### config.mk
export PLATFORM = sky130hd
export DESIGN_NAME = cursor_sequence_buffer
export DESIGN_NICKNAME = d
export VERILOG_FILES = /design/src/rtl/csb_pkg.sv /design/src/rtl/csb_ctrl.sv /design/src/rtl/csb_dp.sv /design/src/rtl/cursor_sequence_buffer.sv
export SDC_FILE = /design/constraint.sdc
export NUM_CORES = 1
export LEC_CHECK = 0
export BUFFER_PORTS_ARGS = -buffer_cell sky130_fd_sc_hd__buf_2
export CAP_MARGIN = 0
export CORE_MARGIN = 2
export CORE_UTILIZATION = 55
export DETAILED_ROUTE_END_ITERATION = 8
export GPL_ROUTABILITY_DRIVEN = 0
export HOLD_SLACK_MARGIN = 0.15
export PLACE_DENSITY_LB_ADDON = 0.25
export SLEW_MARGIN = 20
export SYNTH_ARGS = -nofsm -noshare
export SYNTH_HDL_FRONTEND = slang
export SYNTH_SLANG_ARGS = --single-unit
### constraint.sdc
create_clock -name i_clk -period 10.1 [get_ports i_clk]
set_input_delay 0 -clock i_clk [delete_from_list [all_inputs] [get_ports i_clk]]
set_output_delay 0 -clock i_clk [all_outputs]
set_load 0.02 [all_outputs]
### src/rtl/csb_pkg.sv
// ----------------------------------------------------------------------------
// csb_pkg
// Types and codes shared by the cursor sequence buffer modules.
// ----------------------------------------------------------------------------
`default_nettype none

package csb_pkg;

    localparam int OP_W  = 3;
    localparam int ERR_W = 3;
    localparam int CUR_W = 8;
    localparam int LEN_W = 7;

    // Output beat layout, from the lowest bit up.
    localparam int OUT_CUR_LSB   = 0;
    localparam int OUT_START_BIT = OUT_CUR_LSB + CUR_W;
    localparam int OUT_STOP_BIT  = OUT_START_BIT + 1;
    localparam int OUT_LEN_LSB   = OUT_STOP_BIT + 1;
    localparam int OUT_ERR_LSB   = OUT_LEN_LSB + LEN_W;
    localparam int OUT_USED_W    = OUT_ERR_LSB + ERR_W;
    localparam int OUT_DATA_W    = ((OUT_USED_W + 7) / 8) * 8;

    typedef enum logic [OP_W-1:0] {
        OP_REWIND    = 3'd0,
        OP_STEP      = 3'd1,
        OP_INS_LEFT  = 3'd2,
        OP_INS_RIGHT = 3'd3,
        OP_ERASE     = 3'd4,
        OP_READ      = 3'd5
    } t_op;

    typedef enum logic [ERR_W-1:0] {
        ERR_OK        = 3'd0,
        ERR_STEP      = 3'd1,
        ERR_FULL      = 3'd2,
        ERR_ERASE     = 3'd3,
        ERR_INS_RIGHT = 3'd4
    } t_err;

    typedef enum logic [2:0] {
        ST_IDLE,
        ST_DECIDE,
        ST_SHIFT,
        ST_SHIFT_WR,
        ST_PUT,
        ST_FETCH,
        ST_CAPTURE
    } t_state;

    typedef struct packed {
        logic load;
        logic pos_zero;
        logic pos_inc;
        logic err_we;
        t_err err;
        logic shift_rd;
        logic shift_wr;
        logic put;
        logic count_dec;
        logic capture;
    } t_dp_cmd;

    typedef struct packed {
        t_op  op;
        logic full;
        logic empty;
        logic past_end;
        logic shift_more;
        logic out_free;
    } t_dp_sts;

endpackage

`default_nettype wire

### src/rtl/csb_ctrl.sv
// ----------------------------------------------------------------------------
// csb_ctrl
// Command sequencer: checks each command, steps the element moves one at a
// time and hands the final cursor read to the output register.
// ----------------------------------------------------------------------------
`default_nettype none

module csb_ctrl
    import csb_pkg::*;
(
    input  wire          i_clk,
    input  wire          i_rst_n,
    input  wire          i_s_tvalid,
    output logic         o_s_tready,
    input  wire t_dp_sts i_sts,
    output t_dp_cmd      o_cmd
);

    t_state r_state;
    t_state n_state;

    always_ff @(posedge i_clk) begin
        if (!i_rst_n) begin
            r_state <= ST_IDLE;
        end else begin
            r_state <= n_state;
        end
    end

    always_comb begin
        n_state = r_state;
        case (r_state)
            ST_IDLE: begin
                if (i_s_tvalid) begin
                    n_state = ST_DECIDE;
                end
            end
            ST_DECIDE: begin
                case (i_sts.op)
                    OP_INS_LEFT: begin
                        n_state = i_sts.full ? ST_FETCH : ST_SHIFT;
                    end
                    OP_INS_RIGHT: begin
                        if (i_sts.full || (!i_sts.empty && i_sts.past_end)) begin
                            n_state = ST_FETCH;
                        end else begin
                            n_state = ST_SHIFT;
                        end
                    end
                    OP_ERASE: begin
                        n_state = i_sts.past_end ? ST_FETCH : ST_SHIFT;
                    end
                    default: begin
                        n_state = ST_FETCH;
                    end
                endcase
            end
            ST_SHIFT: begin
                if (i_sts.shift_more) begin
                    n_state = ST_SHIFT_WR;
                end else if (i_sts.op == OP_ERASE) begin
                    n_state = ST_FETCH;
                end else begin
                    n_state = ST_PUT;
                end
            end
            ST_SHIFT_WR: n_state = ST_SHIFT;
            ST_PUT:      n_state = ST_FETCH;
            ST_FETCH:    n_state = ST_CAPTURE;
            ST_CAPTURE: begin
                if (i_sts.out_free) begin
                    n_state = ST_IDLE;
                end
            end
            default: n_state = ST_IDLE;
        endcase
    end

    always_comb begin
        o_cmd      = '0;
        o_cmd.err  = ERR_OK;
        o_s_tready = 1'b0;
        case (r_state)
            ST_IDLE: begin
                o_s_tready = 1'b1;
                o_cmd.load = i_s_tvalid;
            end
            ST_DECIDE: begin
                case (i_sts.op)
                    OP_REWIND: o_cmd.pos_zero = 1'b1;
                    OP_STEP: begin
                        if (i_sts.past_end) begin
                            o_cmd.err_we = 1'b1;
                            o_cmd.err    = ERR_STEP;
                        end else begin
                            o_cmd.pos_inc = 1'b1;
                        end
                    end
                    OP_INS_LEFT: begin
                        if (i_sts.full) begin
                            o_cmd.err_we = 1'b1;
                            o_cmd.err    = ERR_FULL;
                        end
                    end
                    OP_INS_RIGHT: begin
                        // A full buffer is reported before the past-end case.
                        if (i_sts.full) begin
                            o_cmd.err_we = 1'b1;
                            o_cmd.err    = ERR_FULL;
                        end else if (!i_sts.empty && i_sts.past_end) begin
                            o_cmd.err_we = 1'b1;
                            o_cmd.err    = ERR_INS_RIGHT;
                        end
                    end
                    OP_ERASE: begin
                        if (i_sts.past_end) begin
                            o_cmd.err_we = 1'b1;
                            o_cmd.err    = ERR_ERASE;
                        end
                    end
                    default: ;
                endcase
            end
            ST_SHIFT: begin
                if (i_sts.shift_more) begin
                    o_cmd.shift_rd = 1'b1;
                end else if (i_sts.op == OP_ERASE) begin
                    o_cmd.count_dec = 1'b1;
                end
            end
            ST_SHIFT_WR: o_cmd.shift_wr = 1'b1;
            ST_PUT:      o_cmd.put      = 1'b1;
            ST_CAPTURE:  o_cmd.capture  = i_sts.out_free;
            default: ;
        endcase
    end

endmodule

`default_nettype wire

### src/rtl/csb_dp.sv
// ----------------------------------------------------------------------------
// csb_dp
// Element store, count, cursor position, shift index and output register.
// ----------------------------------------------------------------------------
`default_nettype none

module csb_dp
    import csb_pkg::*;
#(
    parameter int DEPTH     = 64,
    parameter int ELEM_BITS = 8
) (
    input  wire                   i_clk,
    input  wire                   i_rst_n,
    input  wire  [OP_W-1:0]       i_op,
    input  wire  [ELEM_BITS-1:0]  i_elem,
    input  wire t_dp_cmd          i_cmd,
    output t_dp_sts               o_sts,
    output logic                  o_m_tvalid,
    input  wire                   i_m_tready,
    output logic [OUT_DATA_W-1:0] o_m_tdata
);

    localparam int CNT_W  = $clog2(DEPTH + 1);
    localparam int ADDR_W = $clog2(DEPTH);

    logic [ELEM_BITS-1:0]  r_mem [DEPTH];
    logic [ELEM_BITS-1:0]  r_rdata;
    logic [CNT_W-1:0]      r_count;
    logic [CNT_W-1:0]      r_pos;
    logic [CNT_W-1:0]      r_idx;
    t_op                   r_op;
    logic [ELEM_BITS-1:0]  r_elem;
    t_err                  r_err;
    logic                  r_out_valid;
    logic [OUT_DATA_W-1:0] r_out_data;

    logic                  is_erase;
    logic                  empty;
    logic                  past_end;
    logic [CNT_W-1:0]      ins_at;
    logic [CNT_W-1:0]      idx_up;
    logic [CNT_W-1:0]      idx_dn;
    logic [CNT_W-1:0]      rd_idx;
    logic [CNT_W-1:0]      wr_idx;
    logic [ELEM_BITS-1:0]  wr_data;
    logic                  wr_en;
    logic [CUR_W-1:0]      cur_ext;
    logic [LEN_W-1:0]      len_ext;
    logic [OUT_DATA_W-1:0] n_out_data;

    assign is_erase = (r_op == OP_ERASE);
    assign empty    = (r_count == '0);
    assign past_end = (r_pos >= r_count);
    assign idx_up   = r_idx + CNT_W'(1);
    assign idx_dn   = r_idx - CNT_W'(1);

    // Insert right on a non-empty sequence opens the gap after the cursor.
    assign ins_at = ((r_op == OP_INS_RIGHT) && !empty) ? r_pos + CNT_W'(1) : r_pos;

    assign o_sts.op         = r_op;
    assign o_sts.full       = (r_count == CNT_W'(DEPTH));
    assign o_sts.empty      = empty;
    assign o_sts.past_end   = past_end;
    assign o_sts.shift_more = is_erase ? (idx_up < r_count) : (r_idx > ins_at);
    assign o_sts.out_free   = !r_out_valid || i_m_tready;

    // Inserts move elements upwards from the end, erases move them down
    // from the cursor; each move is a read beat then a write beat.
    always_comb begin
        if (i_cmd.shift_rd) begin
            rd_idx = is_erase ? idx_up : idx_dn;
        end else begin
            rd_idx = r_pos;
        end
    end

    assign wr_en   = i_cmd.shift_wr || i_cmd.put;
    assign wr_idx  = i_cmd.put ? ins_at : r_idx;
    assign wr_data = i_cmd.put ? r_elem : r_rdata;

    always_ff @(posedge i_clk) begin
        if (wr_en) begin
            r_mem[wr_idx[ADDR_W-1:0]] <= wr_data;
        end
        r_rdata <= r_mem[rd_idx[ADDR_W-1:0]];
    end

    always_ff @(posedge i_clk) begin
        if (i_cmd.load) begin
            r_op   <= t_op'(i_op);
            r_elem <= i_elem;
            r_err  <= ERR_OK;
            r_idx  <= (t_op'(i_op) == OP_ERASE) ? r_pos : r_count;
        end else begin
            if (i_cmd.err_we) begin
                r_err <= i_cmd.err;
            end
            if (i_cmd.shift_wr) begin
                r_idx <= is_erase ? idx_up : idx_dn;
            end
        end
    end

    always_ff @(posedge i_clk) begin
        if (!i_rst_n) begin
            r_count <= '0;
            r_pos   <= '0;
        end else begin
            if (i_cmd.put) begin
                r_count <= r_count + CNT_W'(1);
                if (r_op == OP_INS_RIGHT) begin
                    r_pos <= ins_at;
                end
            end else if (i_cmd.count_dec) begin
                r_count <= r_count - CNT_W'(1);
            end
            if (i_cmd.pos_zero) begin
                r_pos <= '0;
            end else if (i_cmd.pos_inc) begin
                r_pos <= r_pos + CNT_W'(1);
            end
        end
    end

    generate
        if (ELEM_BITS >= CUR_W) begin : g_cur_trunc
            assign cur_ext = r_rdata[CUR_W-1:0];
        end else begin : g_cur_ext
            assign cur_ext = {{(CUR_W - ELEM_BITS){1'b0}}, r_rdata};
        end
        if (CNT_W >= LEN_W) begin : g_len_trunc
            assign len_ext = r_count[LEN_W-1:0];
        end else begin : g_len_ext
            assign len_ext = {{(LEN_W - CNT_W){1'b0}}, r_count};
        end
    endgenerate

    always_comb begin
        n_out_data = '0;
        n_out_data[OUT_CUR_LSB +: CUR_W] = past_end ? '0 : cur_ext;
        n_out_data[OUT_START_BIT]        = (r_pos == '0);
        n_out_data[OUT_STOP_BIT]         = past_end;
        n_out_data[OUT_LEN_LSB +: LEN_W] = len_ext;
        n_out_data[OUT_ERR_LSB +: ERR_W] = r_err;
    end

    always_ff @(posedge i_clk) begin
        if (!i_rst_n) begin
            r_out_valid <= 1'b0;
        end else if (i_cmd.capture) begin
            r_out_valid <= 1'b1;
        end else if (i_m_tready) begin
            r_out_valid <= 1'b0;
        end
    end

    always_ff @(posedge i_clk) begin
        if (i_cmd.capture) begin
            r_out_data <= n_out_data;
        end
    end

    assign o_m_tvalid = r_out_valid;
    assign o_m_tdata  = r_out_data;

endmodule

`default_nettype wire

### src/rtl/cursor_sequence_buffer.sv
// Each accepted command passes through decide, then, for an insert or erase that
// is not refused, its element moves and, for an insert, the put, then fetch and
// capture into the output register. One command is taken at a time; each element
// move is a read then a write, with up to DEPTH - 1 moves per command.
// A stalled result holds the next command in capture, and none after it is taken.
// Synchronous active-low reset empties the sequence and rewinds the cursor, not the store.
// ----------------------------------------------------------------------------
// cursor_sequence_buffer
// Ordered element sequence with a cursor, edited by insert and erase commands.
// ----------------------------------------------------------------------------
`default_nettype none

module cursor_sequence_buffer
    import csb_pkg::*;
#(
    parameter int DEPTH     = 64,
    parameter int ELEM_BITS = 8
) (
    input  wire                                i_clk,
    input  wire                                i_rst_n,
    input  wire                                i_s_tvalid,
    output logic                               o_s_tready,
    // elem
    input  wire  [((ELEM_BITS + 7) / 8) * 8-1:0] i_s_tdata,
    // operation
    input  wire  [OP_W-1:0]                    i_s_tuser,
    output logic                               o_m_tvalid,
    input  wire                                i_m_tready,
    // cursor_elem[7:0], at_start[8], at_stop[9], length[16:10], error[19:17]
    output logic [OUT_DATA_W-1:0]              o_m_tdata
);

    t_dp_cmd cmd;
    t_dp_sts sts;

    csb_ctrl u_ctrl (
        .i_clk      (i_clk),
        .i_rst_n    (i_rst_n),
        .i_s_tvalid (i_s_tvalid),
        .o_s_tready (o_s_tready),
        .i_sts      (sts),
        .o_cmd      (cmd)
    );

    csb_dp #(
        .DEPTH     (DEPTH),
        .ELEM_BITS (ELEM_BITS)
    ) u_dp (
        .i_clk      (i_clk),
        .i_rst_n    (i_rst_n),
        .i_op       (i_s_tuser),
        .i_elem     (i_s_tdata[ELEM_BITS-1:0]),
        .i_cmd      (cmd),
        .o_sts      (sts),
        .o_m_tvalid (o_m_tvalid),
        .i_m_tready (i_m_tready),
        .o_m_tdata  (o_m_tdata)
    );

endmodule

`default_nettype wire

==> results of run 1 <==
[final timing paths]
kind | start | to | slack (ps) | cells past startpoint
max reg2reg | u_dp.len_ext[0] | u_dp.cur_ext[6] | 3650 | 18
min | i_rst_n | u_dp.r_pos[0] | 350 | 5
min reg2reg | u_dp.r_err[2] | u_dp.o_m_tdata[19] | 440 | 0
max | u_dp.len_ext[0] | u_dp.cur_ext[6] | 3650 | 18
[layer usage]
layer / vias up / wire [µm] / global-route usage, %
li1: 7058 / - / -
met1: 7771 / 25400 / 36.8
met2: 739 / 28900 / 41.4
met3: 126 / 5060 / 4.17
met4: 0 / 2230 / 10.2
met5: - / 0 / 0
[worst max-delay path, cell delays in order (launching register included)]
cell,delay (ps)
dfxtp_1,460
nor4_4,580
a21oi_1,300
xnor2_1,240
ha_1,230
nor2b_1,130
o31ai_1,340
a21oi_1,160
nor4_4,390
o22ai_4,180
nor2_4,360
a21oi_4,90
buf_4,310
buf_4,490
a211oi_1,380
a211oi_1,220
o41ai_1,600
o2111ai_1,340
or3_1,430
[per-stage QoR]
stage,cells,setup slack (ps),total power [mW]
5_1_grt,2544,3420,7.89
3_3_place_gp,2411,3940,5.39
2_1_floorplan,1866,5570,4.74
3_5_place_dp,2411,3800,5.45
6_report,2545,3650,7.61
4_1_cts,2544,3820,7.60
[registers in the layout, indices dropped and copies added (netlist names)]
register,flops
u_dp.r_idx,7
u_dp.r_err,3
u_dp.r_pos,7
u_dp.cur_ext,8
u_dp.o_m_tdata,20
u_dp.r_elem,8
u_ctrl.r_state,3
u_dp.o_m_tvalid,1
u_dp.r_mem,512
u_dp.r_op,3
u_dp.len_ext,7
[cell families after synthesis]
kind of cell    share of synthesized area, %
compound gates                          7.96
simple gates                            12.0
xor+xnor                                1.39
mux                                     6.10
fa+ha+maj                               1.29
buf+inv                                 2.48
other cells                           0.0151
flops                                   68.8
[what timing repair did]
action	CTS	global route
hold buffers	27	0
hold endpoints to repair	56	0
buffers inserted	0	0
setup endpoints to repair	0	0
[power breakdown]
part | internal, mW | switching [mW] | total, mW
logic | 0.585 | 1.52 | 2.11
clock network | 1.27 | 0.892 | 2.16
registers | 3.21 | 0.135 | 3.34
total | 5.06 | 2.55 | 7.61
[layout make-up]
cell class	instances	area [µm²]
flip-flops and latches	579	17100
fillers	3307	16700
multi-input cells	1159	7220
clock buffers	69	1510
well taps	592	741
repair buffers	87	643
clock inverters	37	384
inverters	21	78.8
diodes	1	2.50
[cells in the final DEF, fill, tap and decap left out, drive strengths merged, types with 5 or more instances in the layout]
cell / synthesis / final
or4: 8 / 8
inv: 20 / 21
xor2: 15 / 15
a2111oi: 7 / 7
and2: 18 / 18
nand2b: 14 / 14
xnor2: 22 / 22
o2111ai: 8 / 8
mux2i: 145 / 145
dlygate4sd3: 0 / 27
or2: 7 / 7
o22ai: 11 / 11
and3: 16 / 16
o21ai: 18 / 18
edfxtp: 550 / 550
nor2b: 5 / 5
clkbuf: 38 / 69
a211oi: 27 / 27
nand2: 310 / 310
a22oi: 51 / 51
a311oi: 7 / 7
a21o: 12 / 12
dfxtp: 29 / 29
a221oi: 8 / 8
clkinv: 1 / 25
a31oi: 11 / 11
a32oi: 15 / 15
ha: 24 / 24
bufinv: 0 / 8
buf: 69 / 60
nand3: 120 / 120
a21oi: 85 / 85
o31ai: 6 / 6
nor2: 134 / 134
==> impl_metrics.csv, run 1 <==
group,metric,value,unit
logic_synthesis,synthArstFlopShare,0,%
sta,hold_ws,350,ps
sta,worstMarginPinSlew,1110,ps
logic_synthesis,syn_area,24900,µm²
grt,overflow,0,
cts,cts.sinks,579,
grt,grt_max_degree,165,
logic_synthesis,synth-seq-area-share,68.8,%
status,status,"completed",
cts,clk_pin_slew,70,ps
floorplan,ioPinCount,41,
logic_synthesis,ys.flop_type,"edfxtp_1",
final_layout,utilization,62.3,%
routing,routed_wirelength,61.5,mm
logic_synthesis,syn-instance-count,1863,
routing,drcViolationCount,0,
floorplan,core_area,44400,µm²
power_and_ir_drop,power_density,275,nW/µm²
cts,clock_path_buffers,3,
placed_design,postPlaceCellArea,25500,µm²
sta,setup_viol,0,
cts,htreeDepth,2,
setup_path,setup.worst_path.start_class,"flop",
placed_design,dp_hpwl,37.5,mm
routing,drtIter0Drc,2001,
floorplan,row_count,77,
power_and_ir_drop,p_leak,9.18,nW
logic_synthesis,synth-edff-count,550,
logic_synthesis,yosysUniqueCellTypes,79,
routing,post_drt_wl_per_cell,24.2,µm
cts,cts-root-buf,"clkbuf_16",
sta,skew,39.8,ps
routing,routed_via_density,6.17,
routing,dr.pass1.iters,7,
power_and_ir_drop,ir_drop,238,µV
setup_path,crit_path_end_kind,"flop",
logic_synthesis,yosysMostFrequentCell,"edfxtp_1",
logic_synthesis,yosys-top-cells-area,"edfxtp_1, mux2i_1, nand2_1, nand3_1, dfxtp_1",
cts,worstSkewPairLatency,630,ps
logic_synthesis,syn_avg_cell_area,13.3,µm²
final_layout,final_area,27700,µm²
setup_path,arrival,6940,ps
sta,rsz0062_at_grt,"no",
sta,hold_viol,0,
setup_path,worstPathMaxFanout,87,
cts,cts_tree,"done",
logic_synthesis,synth_common_cells,"edfxtp_1, nand2_1, mux2i_1, nor2_1, nand3_1",
sta,relSlewSlack,25.4,%
sta,fin_crit_sh,63.9,%
hold_path,min_path_type,"primary input to flop",
grt,grt_use_total,26.2,%
grt,antenna_found_initial,1,
sta,max_freq,0.155,GHz
setup_path,path_class,"flop to flop",
sta,drv_slew,0,
logic_synthesis,synth_top_area_cell,"edfxtp_1",
logic_synthesis,synth-seq-cells,579,
cts,cts_made_buffers,57,
routing,postRouteAntennaNets,0,
job,drv_cap,0,
final_layout,layout-drive-gt1-share,9.43,%
sta,tns,0,ps
grt,grt_pass1_vias,14800,
grt,grt_pass1_wl,92.3,mm
floorplan,die_x,217,µm
setup_path,required,10590,ps
routing,num_vias,15700,
logic_synthesis,synth_top_area_share,66.4,%
logic_synthesis,yosysWarningCount,0,
placed_design,numPortBuffers,36,
sta,period_needed,6450,ps
floorplan,start_util,56.0,%
floorplan,die_area,46900,µm²
final_layout,syn2layout_area_growth,11.4,%
cts,cts_resized,0,
floorplan,die_h,217,µm
final_layout,fin_nets,1945,
Power figures use the tool's default switching activity.
==> inputs of run 2 (changes only) <==
--- a/config.mk
+++ b/config.mk
@@ -5,6 +5,7 @@
 export SDC_FILE = /design/constraint.sdc
 export NUM_CORES = 1
 export LEC_CHECK = 0
+export ABC_AREA = 1
 export BUFFER_PORTS_ARGS = -buffer_cell sky130_fd_sc_hd__buf_2
 export CAP_MARGIN = 0
 export CORE_MARGIN = 2
==> constraint.sdc (replaced) <==
create_clock -name i_clk -period 5.9 [get_ports i_clk]
set_input_delay 0 -clock i_clk [delete_from_list [all_inputs] [get_ports i_clk]]
set_output_delay 0 -clock i_clk [all_outputs]
set_load 0.02 [all_outputs]
==> run 2 against run 1 <==
  * Combinational power up 110%
  * Routed wire length up 13%
  * Highest routed layer is now met5
  * Via count up 24%
  * Critical path type unchanged
  * Critical path depth up 7
  * Count of clock-buffer cells in the layout up 17
  * Register-to-register slack worse by 2600 ps
  * Synthesized cell count up 49%
  * Cell area up 7.6%
  * First-iteration DRC count up 24%
  * Area after synthesis up 8.6%
  * Worst setup slack worse by 2600 ps
  * Maximum frequency up 34%
==> impl_metrics.csv, run 2 <==
group,metric,value,unit
cts,worstSkewPairLatency,640,ps
power_and_ir_drop,p_leak,12.7,nW
sta,drv_slew,0,
logic_synthesis,yosysMostFrequentCell,"nand2_1",
sta,hold_viol,0,
final_layout,n_antenna_cell,0,
logic_synthesis,yosysUniqueCellTypes,43,
sta,rsz0062_at_grt,"no",
floorplan,die_h,226,µm
cts,cts_setup_buffers,0,
grt,grt_pass1_vias,18300,
power_and_ir_drop,swShare,37.0,%
status,status,"completed",
hold_path,hold_depth,4,
floorplan,core_area,48600,µm²
final_layout,final_common_cell,"nand2_1",
grt,grt_pass1_wl,105,mm
grt,grt_max_degree,129,
routing,routed_wirelength,69.4,mm
logic_synthesis,synth_common_cells,"nand2_1, nand3_1, inv_1, edfxtp_1, nor2_1",
placed_design,dp_hpwl,40.8,mm
cts,clock_path_buffers,3,
setup_path,reg2reg_from,"u_dp.r_pos[1]",
cts,cts_tree,"done",
routing,postRouteAntennaNets,0,
grt,grt_use_total,27.3,%
placed_design,numPortBuffers,36,
setup_path,path_class,"flop to flop",
floorplan,die_x,226,µm
power_and_ir_drop,p_switching,5.12,mW
grt,antenna_found_initial,1,
final_layout,layout_common_cells,"nand2_1, nand3_1, inv_1, edfxtp_1, nor2_1",
final_layout,layout-drive-gt1-share,6.63,%
power_and_ir_drop,ir_drop,378,µV
logic_synthesis,yosys-top-cells-area,"edfxtp_1, nand3_1, nand2_1, inv_1, dfxtp_1",
routing,routed_via_density,5.63,
power_and_ir_drop,cellInternalPower,8.73,mW
power_and_ir_drop,p_clk_share,26.6,%
logic_synthesis,synth-seq-cells,579,
logic_synthesis,synth-edff-count,550,
power_and_ir_drop,seqPwrFrac,41.8,%
final_layout,fin_nets,2843,
logic_synthesis,synth-seq-area-share,63.3,%
routing,dr.pass1.iters,8,
sta,max_freq,0.207,GHz
floorplan,ioPinCount,41,
sta,skew,25.0,ps
cts,cts-root-buf,"clkbuf_16",
setup_path,ff2ff_path_depth,25,
setup_path,worstPathMaxFanout,112,
final_layout,largest_reg_flops,512,
hold_path,hold_start,"i_rst_n",
hold_path,min_path_type,"primary input to flop",
logic_synthesis,synthArstFlopShare,0,%
logic_synthesis,syn_avg_cell_area,9.72,µm²
cts,cts_made_buffers,58,
logic_synthesis,ys.flop_type,"edfxtp_1",
power_and_ir_drop,combPwrFrac,31.7,%
hold_path,hold_path_end,"u_ctrl.r_state[1]",
sta,worstMarginPinSlew,1080,ps
setup_path,rrSetupSlack,1070,ps
sta,fin_ws,1070,ps
setup_path,required,6410,ps
routing,drtIter0Drc,2483,
cts,clk_pin_slew,60,ps
routing,num_vias,19500,
floorplan,start_util,55.5,%
logic_synthesis,synth_top_area_share,61.2,%
logic_synthesis,synth_top_area_cell,"edfxtp_1",
routing,post_drt_wl_per_cell,20.0,µm
grt,overflow,0,
cts,cts.sinks,579,
final_layout,syn2layout_area_growth,10.3,%
power_and_ir_drop,power_density,465,nW/µm²
setup_path,setup.worst_path.start_class,"flop",
placed_design,pre_cts_ws,1190,ps
sta,relSlewSlack,27.2,%
sta,tns,0,ps
job,drv_cap,0,
setup_path,arrival,5330,ps
logic_synthesis,yosysWarningCount,0,
logic_synthesis,syn-instance-count,2776,
cts,htreeDepth,2,
routing,drcViolationCount,0,
sta,period_needed,4830,ps
setup_path,crit_path_end_kind,"flop",
setup_path,r2r-end,"u_dp.cur_ext[2]",
floorplan,die_area,50900,µm²
logic_synthesis,syn_area,27000,µm²
sta,fin_crit_sh,81.8,%
floorplan,row_count,81,
sta,setup_viol,0,
run 2: changes by cell type after synthesis, sizes merged, moves of 16 or more:
cell    before  now
o21ai       18   56
and2        18    0
a211oi      27    2
a21oi       85   29
buf         69  100
mux2i      145    0
xnor2       22    4
nand3      120  575
a22oi       51    0
nor2       134  117
and3        16    0
inv         20  566
nand2      310  649
run 2: layout make-up:
class / count / area, µm²
fillers: 3930 / 18900
flip-flops and latches: 579 / 17100
multi-input cells: 1504 / 7120
inverters: 567 / 2130
clock buffers: 86 / 1700
well taps: 622 / 778
repair buffers: 93 / 751
clock inverters: 22 / 199
run 2: stage by stage:
stage,area (µm²),power (mW),utilization [%],cells,hold slack (ps)
after detailed placement,27600,10.1,56.7,3338,178
after global placement,27600,10.1,56.7,3338,181
after global routing,29800,14.4,61.2,3473,278
final,29800,13.9,61.2,3473,242
after floorplan,27000,8.59,-,2779,98.9
after CTS,29800,13.8,61.2,3473,225
run 2: how the worst max path moves through the flow:
stage,start,endpoint,cells past startpoint
floorplan,u_ctrl.r_state[1],u_dp.r_mem[0][0],6
global placement,u_dp.r_pos[1],u_dp.cur_ext[2],24
detailed placement,u_dp.r_pos[1],u_dp.cur_ext[2],24
CTS,u_dp.r_pos[1],u_dp.cur_ext[2],24
global route,u_dp.r_pos[1],u_dp.cur_ext[2],26
finish,u_dp.r_pos[1],u_dp.cur_ext[2],25
run 2: power by group through the flow:
stage / registers, mW / clock network (mW) / logic (mW)
floorplan: 5.90 / 0 / 2.69
finish: 5.79 / 3.68 / 4.38
global placement: 5.86 / 0 / 4.19
CTS: 5.77 / 3.71 / 4.32
global route: 5.80 / 3.86 / 4.74
detailed placement: 5.86 / 0 / 4.29
run 2: cells by family after synthesis:
kind of cell	Yosys count	synth area share [%]
and+or+nand+nor	1358	22.0
buffers and inverters	696	10.8
DFF	579	63.3
AOI/OAI and AO/OA	104	2.19
adders and majority gates	25	1.19
xor gates and xnor gates	13	0.422
other	1	0.0139
run 2: worst max-delay path, stage by stage (launching register included):
cell	delay, ps
dfxtp_1	520
ha_1	260
nand2_1	100
nor2_1	180
nand2_1	90
xor2_1	170
nand2_1	70
o21a_1	130
inv_1	40
ha_1	290
nand3_1	80
nor2_1	140
nand3_1	100
nand3_2	110
nand2_4	100
nand2_4	220
nand2_4	200
nand2_8	590
buf_12	350
nand2_1	90
nand3_1	100
nand3_1	110
nand3_1	170
nand3_1	150
nand3_1	140
nand2_1	70
run 2: routing by layer:
layer,part of all wire [%],track usage [%],vias up
met5,0.016,0,-
met4,3.5,11.0,2
met3,10,5.03,154
met2,46,43.3,1091
met1,40,37.6,9217
li1,-,-,9072
run 2: repair_timing:
action                     4_1_cts  5_1_grt
hold endpoints to repair        57        0
setup endpoints to repair        0        0
hold buffers                    27        0
resized for setup                0        0
